$ cat src/design/tbphd_pkg.sv
// ----------------------------------------------------------------------------
// tbphd_pkg
// Shared types and constants of the two-button press/hold detector.
// ----------------------------------------------------------------------------
`default_nettype none

package tbphd_pkg;

    localparam int THRESH_W = 16;

    localparam logic [THRESH_W-1:0] DEBOUNCE_RESET = 16'd100;
    localparam logic [THRESH_W-1:0] HOLD_RESET     = 16'd3000;

    // configuration register indexes
    localparam logic REG_DEBOUNCE = 1'b0;
    localparam logic REG_HOLD     = 1'b1;

    typedef struct packed {
        logic left_main_n;
        logic left_extra_n;
        logic right_main_n;
        logic right_extra_n;
    } pins_t;

    typedef struct packed {
        logic left_press;
        logic right_press;
        logic left_hold;
        logic right_hold;
    } result_t;

    typedef struct packed {
        logic [THRESH_W-1:0] debounce_ticks;
        logic [THRESH_W-1:0] hold_ticks;
    } cfg_t;

endpackage

`default_nettype wire

$ cat src/design/tbphd_if.sv
// ----------------------------------------------------------------------------
// tbphd_if
// Valid/ready channels for pin samples and for detector reports.
// ----------------------------------------------------------------------------
`default_nettype none

interface tbphd_sample_if;
    logic valid;
    logic ready;
    logic left_main_n;
    logic left_extra_n;
    logic right_main_n;
    logic right_extra_n;

    modport source (output valid, output left_main_n, output left_extra_n,
                    output right_main_n, output right_extra_n, input ready);
    modport sink   (input valid, input left_main_n, input left_extra_n,
                    input right_main_n, input right_extra_n, output ready);
endinterface

interface tbphd_report_if;
    logic valid;
    logic ready;
    logic left_press;
    logic right_press;
    logic left_hold;
    logic right_hold;

    modport source (output valid, output left_press, output right_press,
                    output left_hold, output right_hold, input ready);
    modport sink   (input valid, input left_press, input right_press,
                    input left_hold, input right_hold, output ready);
endinterface

`default_nettype wire

$ cat src/design/two_button_press_hold_detector_core.sv
// ----------------------------------------------------------------------------
// two_button_press_hold_detector_core
// Debounced short-press and long-hold detection for two buttons of two pins.
// ----------------------------------------------------------------------------
// Each request on sample is one time tick with four active-low pin levels.
// A side is pressed while either of its pins is low. After the debounce
// interval the enabled pressed sides are latched; a report on report carries
// the short presses once the sides are released, or the holds once a side has
// stayed down for hold_ticks ticks. Ticks that decide nothing give no report.
// A report passes the input register, then the result register. Throughput:
// one tick per cycle while report is not stalled, as the engine updates its
// state on every accepted tick.
// A stalled report holds its slot; sample keeps accepting until the input
// register is also full, then ready drops until report is taken.
// Reset empties both registers, enables both sides and loads the debounce
// and hold intervals with 100 and 3000 ticks. The write port sets them at any
// time; they are meant to change only while no tick is in flight.
// ----------------------------------------------------------------------------
`default_nettype none

module two_button_press_hold_detector_core #(
    parameter int COUNT_WIDTH = 16
) (
    input  wire                          clk,
    input  wire                          rst_n,
    tbphd_sample_if.sink                 sample,
    tbphd_report_if.source               report,
    input  wire                          wr_en,
    input  wire                          wr_index,
    input  wire [tbphd_pkg::THRESH_W-1:0] wr_data
);
    import tbphd_pkg::*;

    logic    in_valid_reg;
    pins_t   in_pins_reg;
    cfg_t    cfg_reg;
    logic    take;
    logic    res_valid;
    result_t res;

    assign sample.ready = !in_valid_reg || take;

    always_ff @(posedge clk or negedge rst_n)
    begin
        if (!rst_n)
        begin
            in_valid_reg <= 1'b0;
        end
        else if (sample.valid && sample.ready)
        begin
            in_valid_reg <= 1'b1;
        end
        else if (take)
        begin
            in_valid_reg <= 1'b0;
        end
    end

    always_ff @(posedge clk)
    begin
        if (sample.valid && sample.ready)
        begin
            in_pins_reg <= '{left_main_n:   sample.left_main_n,
                             left_extra_n:  sample.left_extra_n,
                             right_main_n:  sample.right_main_n,
                             right_extra_n: sample.right_extra_n};
        end
    end

    always_ff @(posedge clk or negedge rst_n)
    begin
        if (!rst_n)
        begin
            cfg_reg <= '{debounce_ticks: DEBOUNCE_RESET, hold_ticks: HOLD_RESET};
        end
        else if (wr_en)
        begin
            unique case (wr_index)
                REG_DEBOUNCE: cfg_reg.debounce_ticks <= wr_data;
                REG_HOLD:     cfg_reg.hold_ticks     <= wr_data;
                default:      cfg_reg                <= cfg_reg;
            endcase
        end
    end

    tbphd_engine #(
        .COUNT_WIDTH (COUNT_WIDTH)
    ) u_engine (
        .clk        (clk),
        .rst_n      (rst_n),
        .item_valid (in_valid_reg),
        .item_pins  (in_pins_reg),
        .item_take  (take),
        .cfg        (cfg_reg),
        .res_valid  (res_valid),
        .res        (res),
        .res_ready  (report.ready)
    );

    assign report.valid       = res_valid;
    assign report.left_press  = res.left_press;
    assign report.right_press = res.right_press;
    assign report.left_hold   = res.left_hold;
    assign report.right_hold  = res.right_hold;

endmodule

`default_nettype wire

$ cat src/design/tbphd_engine.sv
// ----------------------------------------------------------------------------
// tbphd_engine
// Press/hold state machine with its result register, one request per cycle while the result is not stalled.
// ----------------------------------------------------------------------------
`default_nettype none

module tbphd_engine #(
    parameter int COUNT_WIDTH = 16
) (
    input  wire                 clk,
    input  wire                 rst_n,
    input  wire                 item_valid,
    input  tbphd_pkg::pins_t    item_pins,
    output logic                item_take,
    input  tbphd_pkg::cfg_t     cfg,
    output logic                res_valid,
    output tbphd_pkg::result_t  res,
    input  wire                 res_ready
);
    import tbphd_pkg::*;

    localparam int CMP_W = (COUNT_WIDTH > THRESH_W) ? COUNT_WIDTH : THRESH_W;

    typedef enum logic [1:0] {
        PH_IDLE,
        PH_DEBOUNCE,
        PH_HOLD
    } phase_t;

    phase_t                 phase_reg, phase_next;
    logic [COUNT_WIDTH-1:0] count_reg, count_next, count_inc;
    logic [1:0]             allowed_reg, allowed_next;
    logic [1:0]             latched_reg, latched_next;
    logic                   res_valid_reg;
    result_t                res_reg, res_next;

    logic [1:0]             pressed;
    logic [1:0]             latch_now;
    logic [CMP_W-1:0]       count_ext, debounce_ext, hold_ext;

    assign pressed      = {~(item_pins.right_main_n & item_pins.right_extra_n),
                           ~(item_pins.left_main_n & item_pins.left_extra_n)};
    assign count_inc    = (count_reg == {COUNT_WIDTH{1'b1}}) ? count_reg
                                                             : count_reg + 1'b1;
    assign count_ext    = CMP_W'(count_inc);
    assign debounce_ext = CMP_W'(cfg.debounce_ticks);
    assign hold_ext     = CMP_W'(cfg.hold_ticks);
    assign latch_now    = pressed & allowed_reg;

    assign item_take = item_valid && (!res_valid_reg || res_ready);
    assign res_valid = res_valid_reg;
    assign res       = res_reg;

    always_comb
    begin
        phase_next   = phase_reg;
        count_next   = count_reg;
        allowed_next = allowed_reg;
        latched_next = latched_reg;
        res_next     = '0;
        unique case (phase_reg)
            PH_DEBOUNCE:
            begin
                count_next = count_inc;
                if (count_ext >= debounce_ext)
                begin
                    latched_next = latch_now;
                    phase_next   = PH_IDLE;
                    count_next   = '0;
                    if (latch_now != 2'b00)
                    begin
                        if (cfg.hold_ticks == '0)
                        begin
                            // hold fires on the sampling tick
                            res_next     = '{left_press:  latch_now[0] & ~pressed[0],
                                             right_press: latch_now[1] & ~pressed[1],
                                             left_hold:   pressed[0],
                                             right_hold:  pressed[1]};
                            allowed_next = allowed_reg & ~pressed;
                        end
                        else
                        begin
                            phase_next = PH_HOLD;
                        end
                    end
                end
            end
            PH_HOLD:
            begin
                if (latch_now == 2'b00)
                begin
                    res_next   = '{left_press:  latched_reg[0],
                                   right_press: latched_reg[1],
                                   left_hold:   1'b0,
                                   right_hold:  1'b0};
                    phase_next = PH_IDLE;
                    count_next = '0;
                end
                else
                begin
                    count_next = count_inc;
                    if (count_ext >= hold_ext)
                    begin
                        res_next     = '{left_press:  latched_reg[0] & ~pressed[0],
                                         right_press: latched_reg[1] & ~pressed[1],
                                         left_hold:   pressed[0],
                                         right_hold:  pressed[1]};
                        allowed_next = allowed_reg & ~pressed;
                        phase_next   = PH_IDLE;
                        count_next   = '0;
                    end
                end
            end
            default:
            begin
                phase_next   = PH_IDLE;
                allowed_next = allowed_reg | ~pressed;
                if (pressed != 2'b00)
                begin
                    phase_next = PH_DEBOUNCE;
                    count_next = '0;
                end
            end
        endcase
    end

    always_ff @(posedge clk or negedge rst_n)
    begin
        if (!rst_n)
        begin
            phase_reg     <= PH_IDLE;
            count_reg     <= '0;
            allowed_reg   <= 2'b11;
            latched_reg   <= 2'b00;
            res_valid_reg <= 1'b0;
            res_reg       <= '0;
        end
        else if (item_take)
        begin
            phase_reg     <= phase_next;
            count_reg     <= count_next;
            allowed_reg   <= allowed_next;
            latched_reg   <= latched_next;
            res_valid_reg <= (res_next != '0);
            res_reg       <= res_next;
        end
        else if (res_ready)
        begin
            res_valid_reg <= 1'b0;
        end
    end

endmodule

`default_nettype wire

$ cat src/flat_wrapper.sv
// flat-port wrapper written by rule: the top's interface ports become plain ports
module two_button_press_hold_detector_core_flat import tbphd_pkg::*;
#(
    parameter int COUNT_WIDTH = 16
)
  (clk, rst_n, wr_en, wr_index, wr_data, sample_valid, sample_left_main_n, sample_left_extra_n, sample_right_main_n, sample_right_extra_n, sample_ready, report_valid, report_left_press, report_right_press, report_left_hold, report_right_hold, report_ready);
  tbphd_sample_if sample_i ();
  tbphd_report_if report_i ();
  input  wire clk;
  input  wire rst_n;
  input  wire wr_en;
  input  wire wr_index;
  input  wire [tbphd_pkg::THRESH_W-1:0] wr_data;
  input wire logic [$bits(sample_i.valid)-1:0] sample_valid;
  input wire logic [$bits(sample_i.left_main_n)-1:0] sample_left_main_n;
  input wire logic [$bits(sample_i.left_extra_n)-1:0] sample_left_extra_n;
  input wire logic [$bits(sample_i.right_main_n)-1:0] sample_right_main_n;
  input wire logic [$bits(sample_i.right_extra_n)-1:0] sample_right_extra_n;
  output wire logic [$bits(sample_i.ready)-1:0] sample_ready;
  output wire logic [$bits(report_i.valid)-1:0] report_valid;
  output wire logic [$bits(report_i.left_press)-1:0] report_left_press;
  output wire logic [$bits(report_i.right_press)-1:0] report_right_press;
  output wire logic [$bits(report_i.left_hold)-1:0] report_left_hold;
  output wire logic [$bits(report_i.right_hold)-1:0] report_right_hold;
  input wire logic [$bits(report_i.ready)-1:0] report_ready;
  assign sample_i.valid = sample_valid;
  assign sample_i.left_main_n = sample_left_main_n;
  assign sample_i.left_extra_n = sample_left_extra_n;
  assign sample_i.right_main_n = sample_right_main_n;
  assign sample_i.right_extra_n = sample_right_extra_n;
  assign sample_ready = sample_i.ready;
  assign report_valid = report_i.valid;
  assign report_left_press = report_i.left_press;
  assign report_right_press = report_i.right_press;
  assign report_left_hold = report_i.left_hold;
  assign report_right_hold = report_i.right_hold;
  assign report_i.ready = report_ready;
  two_button_press_hold_detector_core #(.COUNT_WIDTH(COUNT_WIDTH)) u_core (.clk(clk), .rst_n(rst_n), .sample(sample_i), .report(report_i), .wr_en(wr_en), .wr_index(wr_index), .wr_data(wr_data));
endmodule
$ cat config.mk
export PLATFORM = sky130hd
export DESIGN_NAME = two_button_press_hold_detector_core_flat
export DESIGN_NICKNAME = d
export VERILOG_FILES = /design/src/design/tbphd_pkg.sv /design/src/design/tbphd_if.sv /design/src/design/two_button_press_hold_detector_core.sv /design/src/design/tbphd_engine.sv /design/src/flat_wrapper.sv
export SDC_FILE = /design/constraint.sdc
export NUM_CORES = 1
export LEC_CHECK = 0
export BUFFER_PORTS_ARGS = -buffer_cell sky130_fd_sc_hd__clkbuf_2
export CAP_MARGIN = 30
export CORE_MARGIN = 2
export CORE_UTILIZATION = 55
export DETAILED_ROUTE_END_ITERATION = 10
export PLACE_DENSITY = 0.74
export SKIP_LAST_GASP = 1
export SLEW_MARGIN = 20
export SYNTH_ARGS = -nofsm -noshare
export SYNTH_HDL_FRONTEND = slang
export SYNTH_SLANG_ARGS = --single-unit
export TNS_END_PERCENT = 5
$ cat constraint.sdc
create_clock -name clk -period 9.95 [get_ports clk]
set_input_delay 0.995 -clock clk [delete_from_list [all_inputs] [get_ports clk]]
set_output_delay 0.995 -clock clk [all_outputs]
set_load 0.005 [all_outputs]
==> metrics.yaml, run 1 <==
critPathSlowestCell: "or4_1"
finalSetupViolCount: 0
setup_ws_ns: 5.58
fin_crit_sh_pct: 43.9
syn_nets: 469
path_class: "reg -> reg"
fp.dieArea_sq_um: 7720
p_leak_nw: 2.06
cts_resized: 0
track_usage_pct: 24.5
wl_per_cell_um: 15.5
worstRegToRegCells: 14
dr.first_iter.drc_count: 190
ys.flop_type: "dfrtp_1"
ys.warnings.count: 0
grt-ovfl-total: 0
clock-root-buffer: "clkbuf_8"
num_rows: 30
netlist_instances: 408
cp-start-kind: "flip-flop"
numPortBuffers: 31
final_nets: 502
pwr-share-clk_pct: 29.3
ir_drop_uv: 100
path_delay_family: "simple AND/OR/NAND/NOR gates"
use_met3_pct: 3.77
htreeDepth: 3
hpwl_mm: 6.28
ys_seq_area_share_pct: 42.3
synth_mux_area_share_pct: 5.21
crit_fanout: 16
top_usage_layer: "met2"
die_x_um: 87.9
critPathCaptureType: "flip-flop"
drt_first_pass_iters: 4
yosys.area_share.adder_pct: 11.3
use_met2_pct: 41.6
hold_depth: 2
post-place-ws_ns: 5.67
grt_max_degree: 61
synth_simple_gate_area_share_pct: 15.8
clock_skew_ns: 0.00877
clock_latency_ns: 0.35
grt_pass1_vias: 3182
synth_area_per_cell_sq_um: 9.48
r2r_start: "u_core.u_engine.count_reg[4]$_DFFE_PN0P_"
initial_core_util_pct: 56.9
max_freq_mhz: 229
ant_nets: 0
power.density_nw_per_um2: 176
synth-compound-area-share_pct: 17.1
vias: 3111
met1_usage_pct: 30.5
largest_register_ffs: 32
vias_per_cell: 5.74
min_period_ns: 4.37
drcViolationCount: 0
pwr-share-comb_pct: 28.0
stdcell_area_sq_um: 4290
path_cells: "and4_4, nand2_4, or4_1, nand2b_4, nor2_1, xor2_1, ha_1, and2_0, a221o_1, a211oi_2, o21ai_2, o32a_4, nor2_2, a22o_1"
hold_path.class: "reg -> reg"
hold_slack_ns: 0.491
die_y_um: 87.9
tns_ns: 0
p_sw_mw: 0.256
crit_buf_inv: 0
power.internal_mw: 0.501
postRouteWirelength_mm: 8.38
grt_pass1_wl_mm: 14.5
hold_viol: 0
netlist_area_sq_um: 3870
core_sq_um: 6790
clkTransAtPathRegs_ns: 0.07
ys_types: 56
synth_xor_area_share_pct: 2.26
drive_gt1_share_pct: 20.0
pin_count: 32
slowest_delay_ns: 0.63
dpl_cell_area_sq_um: 4100
async_reset_ff_share_pct: 93.8
gp_congestion: 0.793
ctsLongestPathBuffers: 2
synth_top_family_by_area: "compound AO/OA/AOI/OAI gates"
tightest_slew_ns: 0.799
cp.required_ns: 10.23
diodes: 0
power_frac_seq_pct: 42.8
min_to: "u_core.u_engine.res[2]$_DFFE_PN0P_"
cts_tree: "yes"
post_cts_buffers: 0
synth-seq-cells: 64
cts.sinks: 64
maxSlewViolCount: 0
rsz0062_at_grt: "false"
hp-start: "u_core.u_engine.res[2]$_DFFE_PN0P_"
arrival_ns: 4.65
syn_to_final_growth_pct: 11.0
hold_buffers: 0
cts_buffers: 9
maxCapViolCount: 0
synth_edf_count: 4
switching_share_pct: 33.8
status: "completed"
reg2reg_setup_slack_ns: 5.58
antenna_found_initial: 0
rr_endpoint: "u_core.u_engine.count_reg[9]$_DFFE_PN0P_"
slew_headroom_pct: 46.0
## cell families (layout without fill, tap and decap cells)
family | Yosys count | in the layout
muxes | 18 | 18
xor gates and xnor gates | 10 | 10
adders and majority gates | 35 | 35
DFF | 64 | 64
AOI/OAI and AO/OA | 100 | 100
and+or+nand+nor | 126 | 126
buffers and inverters | 55 | 93
## per-stage QoR
step / total power [mW] / instances / util (%)
6_report: 0.758 / 542 / 63.2
5_1_grt: 0.807 / 542 / 63.2
4_1_cts: 0.760 / 542 / 63.1
3_5_place_dp: 0.537 / 526 / 60.3
3_3_place_gp: 0.527 / 525 / 60.2
2_1_floorplan: 0.485 / 408 / -
## power groups by stage
stage	registers (mW)	clock network, mW	logic, mW
detailed placement	0.329	0	0.209
finish	0.324	0.222	0.212
global route	0.330	0.237	0.240
CTS	0.324	0.226	0.210
global placement	0.328	0	0.199
floorplan	0.321	0	0.164
## synthesized netlist by cell type (2+ instances only)
master | count | area (sq um)
and4_1 | 2 | 17.5
o21ai_1 | 4 | 20.0
nor2_1 | 16 | 60.1
xor2_1 | 7 | 61.3
a2111o_1 | 2 | 22.5
dfrtp_1 | 48 | 1200
o21ai_0 | 40 | 200
nand4_1 | 6 | 37.5
buf_4 | 2 | 15.0
nand3_1 | 11 | 55.1
a21oi_1 | 14 | 70.1
o2111ai_1 | 2 | 17.5
o21a_1 | 4 | 30.0
a221o_1 | 2 | 20.0
nor3_1 | 10 | 50.1
a22o_1 | 10 | 87.6
a21o_1 | 2 | 15.0
o211ai_1 | 3 | 22.5
nand2_1 | 55 | 206
a41oi_1 | 2 | 17.5
o31ai_1 | 5 | 37.5
mux2_2 | 17 | 191
edfxtp_1 | 4 | 120
nor2_2 | 2 | 12.5
buf_6 | 2 | 22.5
xnor2_1 | 3 | 26.3
dfstp_2 | 12 | 315
nor4_1 | 6 | 37.5
clkbuf_1 | 5 | 18.8
ha_1 | 35 | 438
inv_1 | 43 | 161
nand2b_1 | 4 | 25.0
and2_1 | 4 | 25.0
or2_2 | 2 | 12.5
## worst min-delay path, delay by kind of cell (launching register included)
kind / cells / cell delay, ns
and+or+nand+nor: 1 / 0.05
DFF: 1 / 0.34
AOI/OAI and AO/OA: 1 / 0.06
## routing by layer
metal | vias to the layer above | wire length, um | part of all wire, %
met1 | 1494 | 3800 | 45
met4 | 0 | 272 | 3.2
li1 | 1512 | - | -
met2 | 83 | 3980 | 48
met5 | - | 0 | 0
met3 | 22 | 324 | 3.9
## worst max-delay path by stage
stage / start / to / slack [ns] / cells after the start
final: u_core.u_engine.count_reg[4]$_DFFE_PN0P_ / u_core.u_engine.count_reg[9]$_DFFE_PN0P_ / 5.58 / 14
after global routing: u_core.u_engine.count_reg[0]$_DFFE_PN0P_ / u_core.u_engine.count_reg[4]$_DFFE_PN0P_ / 5.32 / 14
after global placement: u_core.u_engine.count_reg[4]$_DFFE_PN0P_ / u_core.u_engine.count_reg[4]$_DFFE_PN0P_ / 5.80 / 14
after detailed placement: u_core.u_engine.count_reg[4]$_DFFE_PN0P_ / u_core.u_engine.count_reg[9]$_DFFE_PN0P_ / 5.67 / 14
after floorplan: u_core.u_engine.count_reg[3]$_DFFE_PN0P_ / u_core.u_engine.count_reg[2]$_DFFE_PN0P_ / 6.22 / 18
after CTS: u_core.u_engine.count_reg[4]$_DFFE_PN0P_ / u_core.u_engine.count_reg[9]$_DFFE_PN0P_ / 5.64 / 14
## layout make-up
cell class,count,area [sq um]
fillers,588,2500
multi-input cells,289,2010
flip-flops and latches,64,1640
repair buffers,34,178
inverters,43,161
clock buffers,11,131
well taps,96,120
clock inverters,5,58.8
## placed cells by master, fill, tap and decap left out, types with 3 or more instances in the layout
| master | netlist | routed |
|---|---|---|
| nand3_1 | 11 | 11 |
| nand2_1 | 55 | 55 |
| mux2_2 | 17 | 17 |
| and2_1 | 4 | 4 |
| xnor2_1 | 3 | 3 |
| nor3_1 | 10 | 10 |
| nand2b_1 | 4 | 4 |
| inv_1 | 43 | 43 |
| dfrtp_1 | 48 | 48 |
| o21ai_0 | 40 | 40 |
| o21ai_1 | 4 | 4 |
| edfxtp_1 | 4 | 4 |
| nand4_1 | 6 | 6 |
| nor4_1 | 6 | 6 |
| ha_1 | 35 | 35 |
| clkbuf_2 | 1 | 31 |
| o211ai_1 | 3 | 3 |
| clkbuf_8 | 0 | 9 |
| xor2_1 | 7 | 7 |
| nor2_1 | 16 | 16 |
| o31ai_1 | 5 | 5 |
| a22o_1 | 10 | 10 |
| dfstp_2 | 12 | 12 |
| buf_4 | 2 | 3 |
| a21oi_1 | 14 | 14 |
| o21a_1 | 4 | 4 |
No activity file was read; power rests on OpenSTA's default activity.
==> run 2: changes to the inputs <==
==> constraint.sdc (replaced) <==
create_clock -name clk -period 4.45 [get_ports clk]
set_input_delay 0.445 -clock clk [delete_from_list [all_inputs] [get_ports clk]]
set_output_delay 0.445 -clock clk [all_outputs]
set_load 0.005 [all_outputs]
==> metrics.yaml, run 2 (same netlist as run 1, synthesis figures left out) <==
grt_pass1_vias: 3051  # -4.1%
cp-start-kind: "flip-flop"
grt-ovfl-total: 0  # unchanged
maxSlewViolCount: 0  # unchanged
ir_drop_uv: 261  # +160%
die_x_um: 87.9  # unchanged
clock_latency_ns: 0.35  # about the same
slowest_delay_ns: 0.65  # +0.02 ns
ctsLongestPathBuffers: 2  # unchanged
rsz0062_at_grt: "true"
die_y_um: 87.9  # unchanged
power.density_nw_per_um2: 394  # +120%
status: "completed"
use_met2_pct: 40.7  # -0.90 points
clock-root-buffer: "clkbuf_8"
drt_first_pass_iters: 5  # +1
use_met3_pct: 5.18  # +1.4 points
critPathCaptureType: "flip-flop"
mostFrequentLayoutCell: "nand2_1"
drcViolationCount: 0  # unchanged
hpwl_mm: 6.18  # -1.6%
post_cts_buffers: 0  # unchanged
cts_resized: 0  # unchanged
cts_buffers: 9  # unchanged
dr.first_iter.drc_count: 201  # +5.8%
slew_headroom_pct: 49.6  # +3.6 points
gp_congestion: 0.792  # -0.11%
num_rows: 30  # unchanged
track_usage_pct: 24.2  # -0.37 points
met1_usage_pct: 30.1  # -0.41 points
pin_count: 32  # unchanged
crit_fanout: 11  # -5
p_leak_nw: 2.06  # about the same
utilization_pct: 63.3  # +0.074 points
path_class: "reg -> reg"
dpl_cell_area_sq_um: 4100  # unchanged
cts.sinks: 64  # unchanged
stdcell_area_sq_um: 4300  # +0.12%
layout_common_cells: "nand2_1 (55), dfrtp_1 (48), inv_1 (43)"
grt_pass1_wl_mm: 14.2  # -2.2%
clkTransAtPathRegs_ns: 0.08  # about the same
tns_ns: 0  # unchanged
arrival_ns: 4.38  # -0.27 ns
path_cells: "and4_4, nand2_4, or4_1, nand2b_4, nor2_1, xor2_1, ha_1, and2_0, a221o_1, a211oi_2, o21ai_2, o311ai_0, o21ai_0"
wl_per_cell_um: 15.5  # +0.25%
finalSetupViolCount: 0  # unchanged
critPathSlowestCell: "o311ai_0"
core_sq_um: 6790  # unchanged
tightest_slew_ns: 0.746  # -0.0532 ns
antenna_found_initial: 0  # unchanged
dpl.cell_count: 526  # unchanged
htreeDepth: 3  # unchanged
fp.dieArea_sq_um: 7720  # unchanged
syn_to_final_growth_pct: 11.1
numPortBuffers: 31  # unchanged
hold_buffers: 0  # unchanged
hold_viol: 0  # unchanged
min_period_ns: 4.18  # -0.183 ns
cts_tree: "yes"
layoutNonFillerInstCount: 542  # unchanged
postRouteWirelength_mm: 8.40  # +0.25%
drive_gt1_share_pct: 20.0  # unchanged
clock_skew_ns: 0.00862  # -0.000157 ns
max_freq_mhz: 239  # +4.4%
largest_register_ffs: 32  # unchanged
cp.required_ns: 4.65  # -5.58 ns
diodes: 0  # unchanged
maxCapViolCount: 0  # unchanged
initial_core_util_pct: 56.9  # unchanged
fin_crit_sh_pct: 94.0  # +50 points
top_usage_layer: "met2"
grt_max_degree: 61  # unchanged
ant_nets: 0  # unchanged
hold_path.class: "in -> async"
vias: 3102  # -0.29%
final_nets: 502  # unchanged
vias_per_cell: 5.72  # -0.29%
==> run 2: cell types whose count changed in the layout (fill, tap and decap cells not counted) <==
cell	delta
nor2_2	-1
nor2_4	+1
==> run 2: metal layers <==
metal / up-vias / share of wire, %
met2: 70 / 48
met3: 16 / 4.6
li1: 1510 / -
met5: - / 0
met1: 1506 / 45
met4: 0 / 2.5
==> run 2: final cells by class <==
type	instances	area [sq um]
Tap cell	96	120
Clock inverter	5	58.8
Fill cell	570	2490
Sequential cell	64	1640
Inverter	43	161
Multi-Input combinational cell	289	2010
Clock buffer	11	131
Timing Repair Buffer	34	178
==> run 2: metrics by stage <==
step	power, mW	setup slack [ns]	hold slack [ns]
3_3_place_gp	1.18	0.304	0.472
2_1_floorplan	1.08	0.717	0.149
3_5_place_dp	1.20	0.202	0.479
5_1_grt	1.80	-0.0297	0.251
6_report	1.69	0.267	0.237
4_1_cts	1.69	0.125	0.257
==> run 2: report_power, final <==
| group | switching, mW | total [mW] | internal (mW) |
|---|---|---|---|
| combinational | 0.285 | 0.475 | 0.190 |
| sequential | 0.0540 | 0.727 | 0.673 |
| clock | 0.233 | 0.492 | 0.259 |
==> run 2: worst paths after layout <==
path	startpoint	end	slack (ns)	depth (start not counted)
worst min register to register	u_core.u_engine.res[0]$_DFFE_PN0P_	u_core.u_engine.res[0]$_DFFE_PN0P_	0.50	2
worst min-delay path	rst_n	u_core.cfg_reg[20]$_DFFE_PN0P_	0.24	2
worst max-delay path	u_core.u_engine.count_reg[4]$_DFFE_PN0P_	u_core.u_engine.phase_reg[1]$_DFFE_PN0P_	0.27	13
min in group clk	sample_right_extra_n	u_core.in_pins_reg[0]$_DFFE_PP_	0.26	1
max in group asynchronous	rst_n	u_core.cfg_reg[14]$_DFFE_PN0P_	3.70	2
worst max register to register	u_core.u_engine.count_reg[4]$_DFFE_PN0P_	u_core.u_engine.phase_reg[1]$_DFFE_PN0P_	0.27	13
==> run 2: worst max-delay path: cells and delay by family (launching register included) <==
kind                     cells  cell delay, ns
XOR/XNOR                     1            0.24
AND/OR/NAND/NOR              6            1.49
adder cells (fa/ha/maj)      1            0.29
AO/OA/AOI/OAI                5            1.52
flip-flops                   1            0.48
==> run 3: changes to the inputs <==
==> constraint.sdc (replaced) <==
create_clock -name clk -period 4.9 [get_ports clk]
set_input_delay 0.49 -clock clk [delete_from_list [all_inputs] [get_ports clk]]
set_output_delay 0.49 -clock clk [all_outputs]
set_load 0.005 [all_outputs]
==> metrics.yaml, run 3 (same netlist as run 1, synthesis figures left out) <==
status: "completed"
wl_per_cell_um: 15.6  # +0.45%
power_frac_seq_pct: 43.0  # about the same
crit_fanout: 16  # +5
grt-ovfl-total: 0  # unchanged
drcViolationCount: 0  # unchanged
die_x_um: 87.9  # unchanged
pwr-share-clk_pct: 29.1  # about the same
critPathSlowestCell: "or4_1"
gp_congestion: 0.792  # unchanged
arrival_ns: 4.61  # +0.23 ns
track_usage_pct: 24.3  # +0.14 points
final_nets: 502  # unchanged
antenna_found_initial: 0  # unchanged
ctsLongestPathBuffers: 2  # unchanged
cts_buffers: 9  # unchanged
multi_input_area_sq_um: 2010  # -0.25%
dr.first_iter.drc_count: 254  # +26%
core_sq_um: 6790  # unchanged
clkTransAtPathRegs_ns: 0.08  # about the same
p_sw_mw: 0.519  # -9.4%
syn_to_final_growth_pct: 11.0
p_total_mw: 1.54  # -9.3%
mostFrequentLayoutCell: "nand2_1"
ant_nets: 0  # unchanged
fin_crit_sh_pct: 88.4  # -5.6 points
critPathCaptureType: "flip-flop"
postRouteWirelength_mm: 8.44  # +0.45%
crit_top_cell: "ha_1"
crit_buf_inv: 0  # unchanged
tightest_slew_ns: 0.762  # +0.0162 ns
path_delay_family: "simple AND/OR/NAND/NOR gates"
cts_tree: "yes"
post_cts_buffers: 0  # unchanged
power.internal_mw: 1.02  # -9.2%
hold_path.class: "in -> async"
vias_per_cell: 5.73  # +0.13%
clock_latency_ns: 0.35  # about the same
pwr-share-comb_pct: 27.9  # -0.2 points
hold_viol: 0  # unchanged
hold_slack_ns: 0.294  # +0.0574 ns
regArea_sq_um: 1640  # unchanged
num_rows: 30  # unchanged
cp.required_ns: 5.18  # +0.53 ns
path_class: "reg -> reg"
initial_core_util_pct: 56.9  # unchanged
cts_resized: 0  # unchanged
drt_first_pass_iters: 4  # -1
numPortBuffers: 31  # unchanged
max_freq_mhz: 231  # -3.4%
grt_max_degree: 61  # unchanged
rsz0062_at_grt: "false"
tns_ns: 0  # unchanged
fp.dieArea_sq_um: 7720  # unchanged
diodes: 0  # unchanged
finalSetupViolCount: 0  # unchanged
cp-start-kind: "flip-flop"
p_leak_nw: 2.06  # about the same
hpwl_mm: 6.18  # +0.12%
clock_skew_ns: 0.0110  # +0.00243 ns
htreeDepth: 3  # unchanged
drive_gt1_share_pct: 20.0  # unchanged
min_period_ns: 4.33  # +0.149 ns
vias: 3106  # +0.13%
hold_buffers: 0  # unchanged
power.density_nw_per_um2: 358  # -9.2%
cts.sinks: 64  # unchanged
maxSlewViolCount: 0  # unchanged
layout_common_cells: "nand2_1 (55), dfrtp_1 (48), inv_1 (43)"
largest_register_ffs: 32  # unchanged
path_cells: "ha_1, nand2_1, or4_1, nand2b_4, nor2_1, xor2_1, ha_1, and2_0, a221o_1, a211oi_2, o21ai_2, o32a_4, nor2_2, a22o_1"
clock-root-buffer: "clkbuf_8"
switching_share_pct: 33.8  # about the same
pin_count: 32  # unchanged
maxCapViolCount: 0  # unchanged
grt_pass1_vias: 3051  # unchanged
slowest_delay_ns: 0.60  # -0.05 ns
slew_headroom_pct: 48.5  # -1.1 points
die_y_um: 87.9  # unchanged
grt_pass1_wl_mm: 14.3  # +0.92%
fillers: 565  # -0.88%
ir_drop_uv: 229  # -12%
-- run 3: cell counts in the layout (fill, tap and decap cells not counted) --
No cell type changed its count.
-- run 3: final timing paths --
path	start	to	slack [ns]	cells past startpoint
max reg2reg	u_core.u_engine.count_reg[0]$_DFFE_PN0P_	u_core.u_engine.count_reg[5]$_DFFE_PN0P_	0.57	14
max in group asynchronous	rst_n	u_core.u_engine.res[1]$_DFFE_PN0P_	4.11	2
max	u_core.u_engine.count_reg[0]$_DFFE_PN0P_	u_core.u_engine.count_reg[5]$_DFFE_PN0P_	0.57	14
min in group clk	sample_right_extra_n	u_core.in_pins_reg[0]$_DFFE_PP_	0.31	1
min reg2reg	u_core.u_engine.res[2]$_DFFE_PN0P_	u_core.u_engine.res[2]$_DFFE_PN0P_	0.50	2
min	rst_n	u_core.cfg_reg[20]$_DFFE_PN0P_	0.29	2
-- run 3: power by group through the flow --
stage	clock [mW]	sequential, mW	combinational (mW)
6_report	0.448	0.660	0.429
3_3_place_gp	0	0.665	0.404
3_5_place_dp	0	0.668	0.422
5_1_grt	0.477	0.669	0.483
4_1_cts	0.452	0.659	0.426
2_1_floorplan	0	0.652	0.332
-- run 3: stage by stage --
stage / cell area (sq um) / worst slack (ns) / utilization [%] / instances
floorplan: 3870 / 1.17 / - / 408
global placement: 4090 / 0.754 / 60.2 / 525
detailed placement: 4100 / 0.642 / 60.3 / 526
CTS: 4290 / 0.609 / 63.1 / 542
global route: 4290 / 0.282 / 63.2 / 542
finish: 4290 / 0.568 / 63.2 / 542
-- run 3: routing by layer --
layer	GRT usage (%)	routed length, um	vias to the layer above
met5	0	0	-
met4	8.25	157	0
met3	4.71	262	13
met2	41.3	4110	68
met1	31.2	3910	1511
li1	-	-	1514
-- run 3: final cells by class --
cell class              count  share of cell area, %
multi-input cells         289                   46.8
flip-flops and latches     64                   38.1
repair buffers             34                   4.14
inverters                  43                   3.76
clock buffers              11                   3.06
well taps                  96                   2.80
clock inverters             5                   1.37
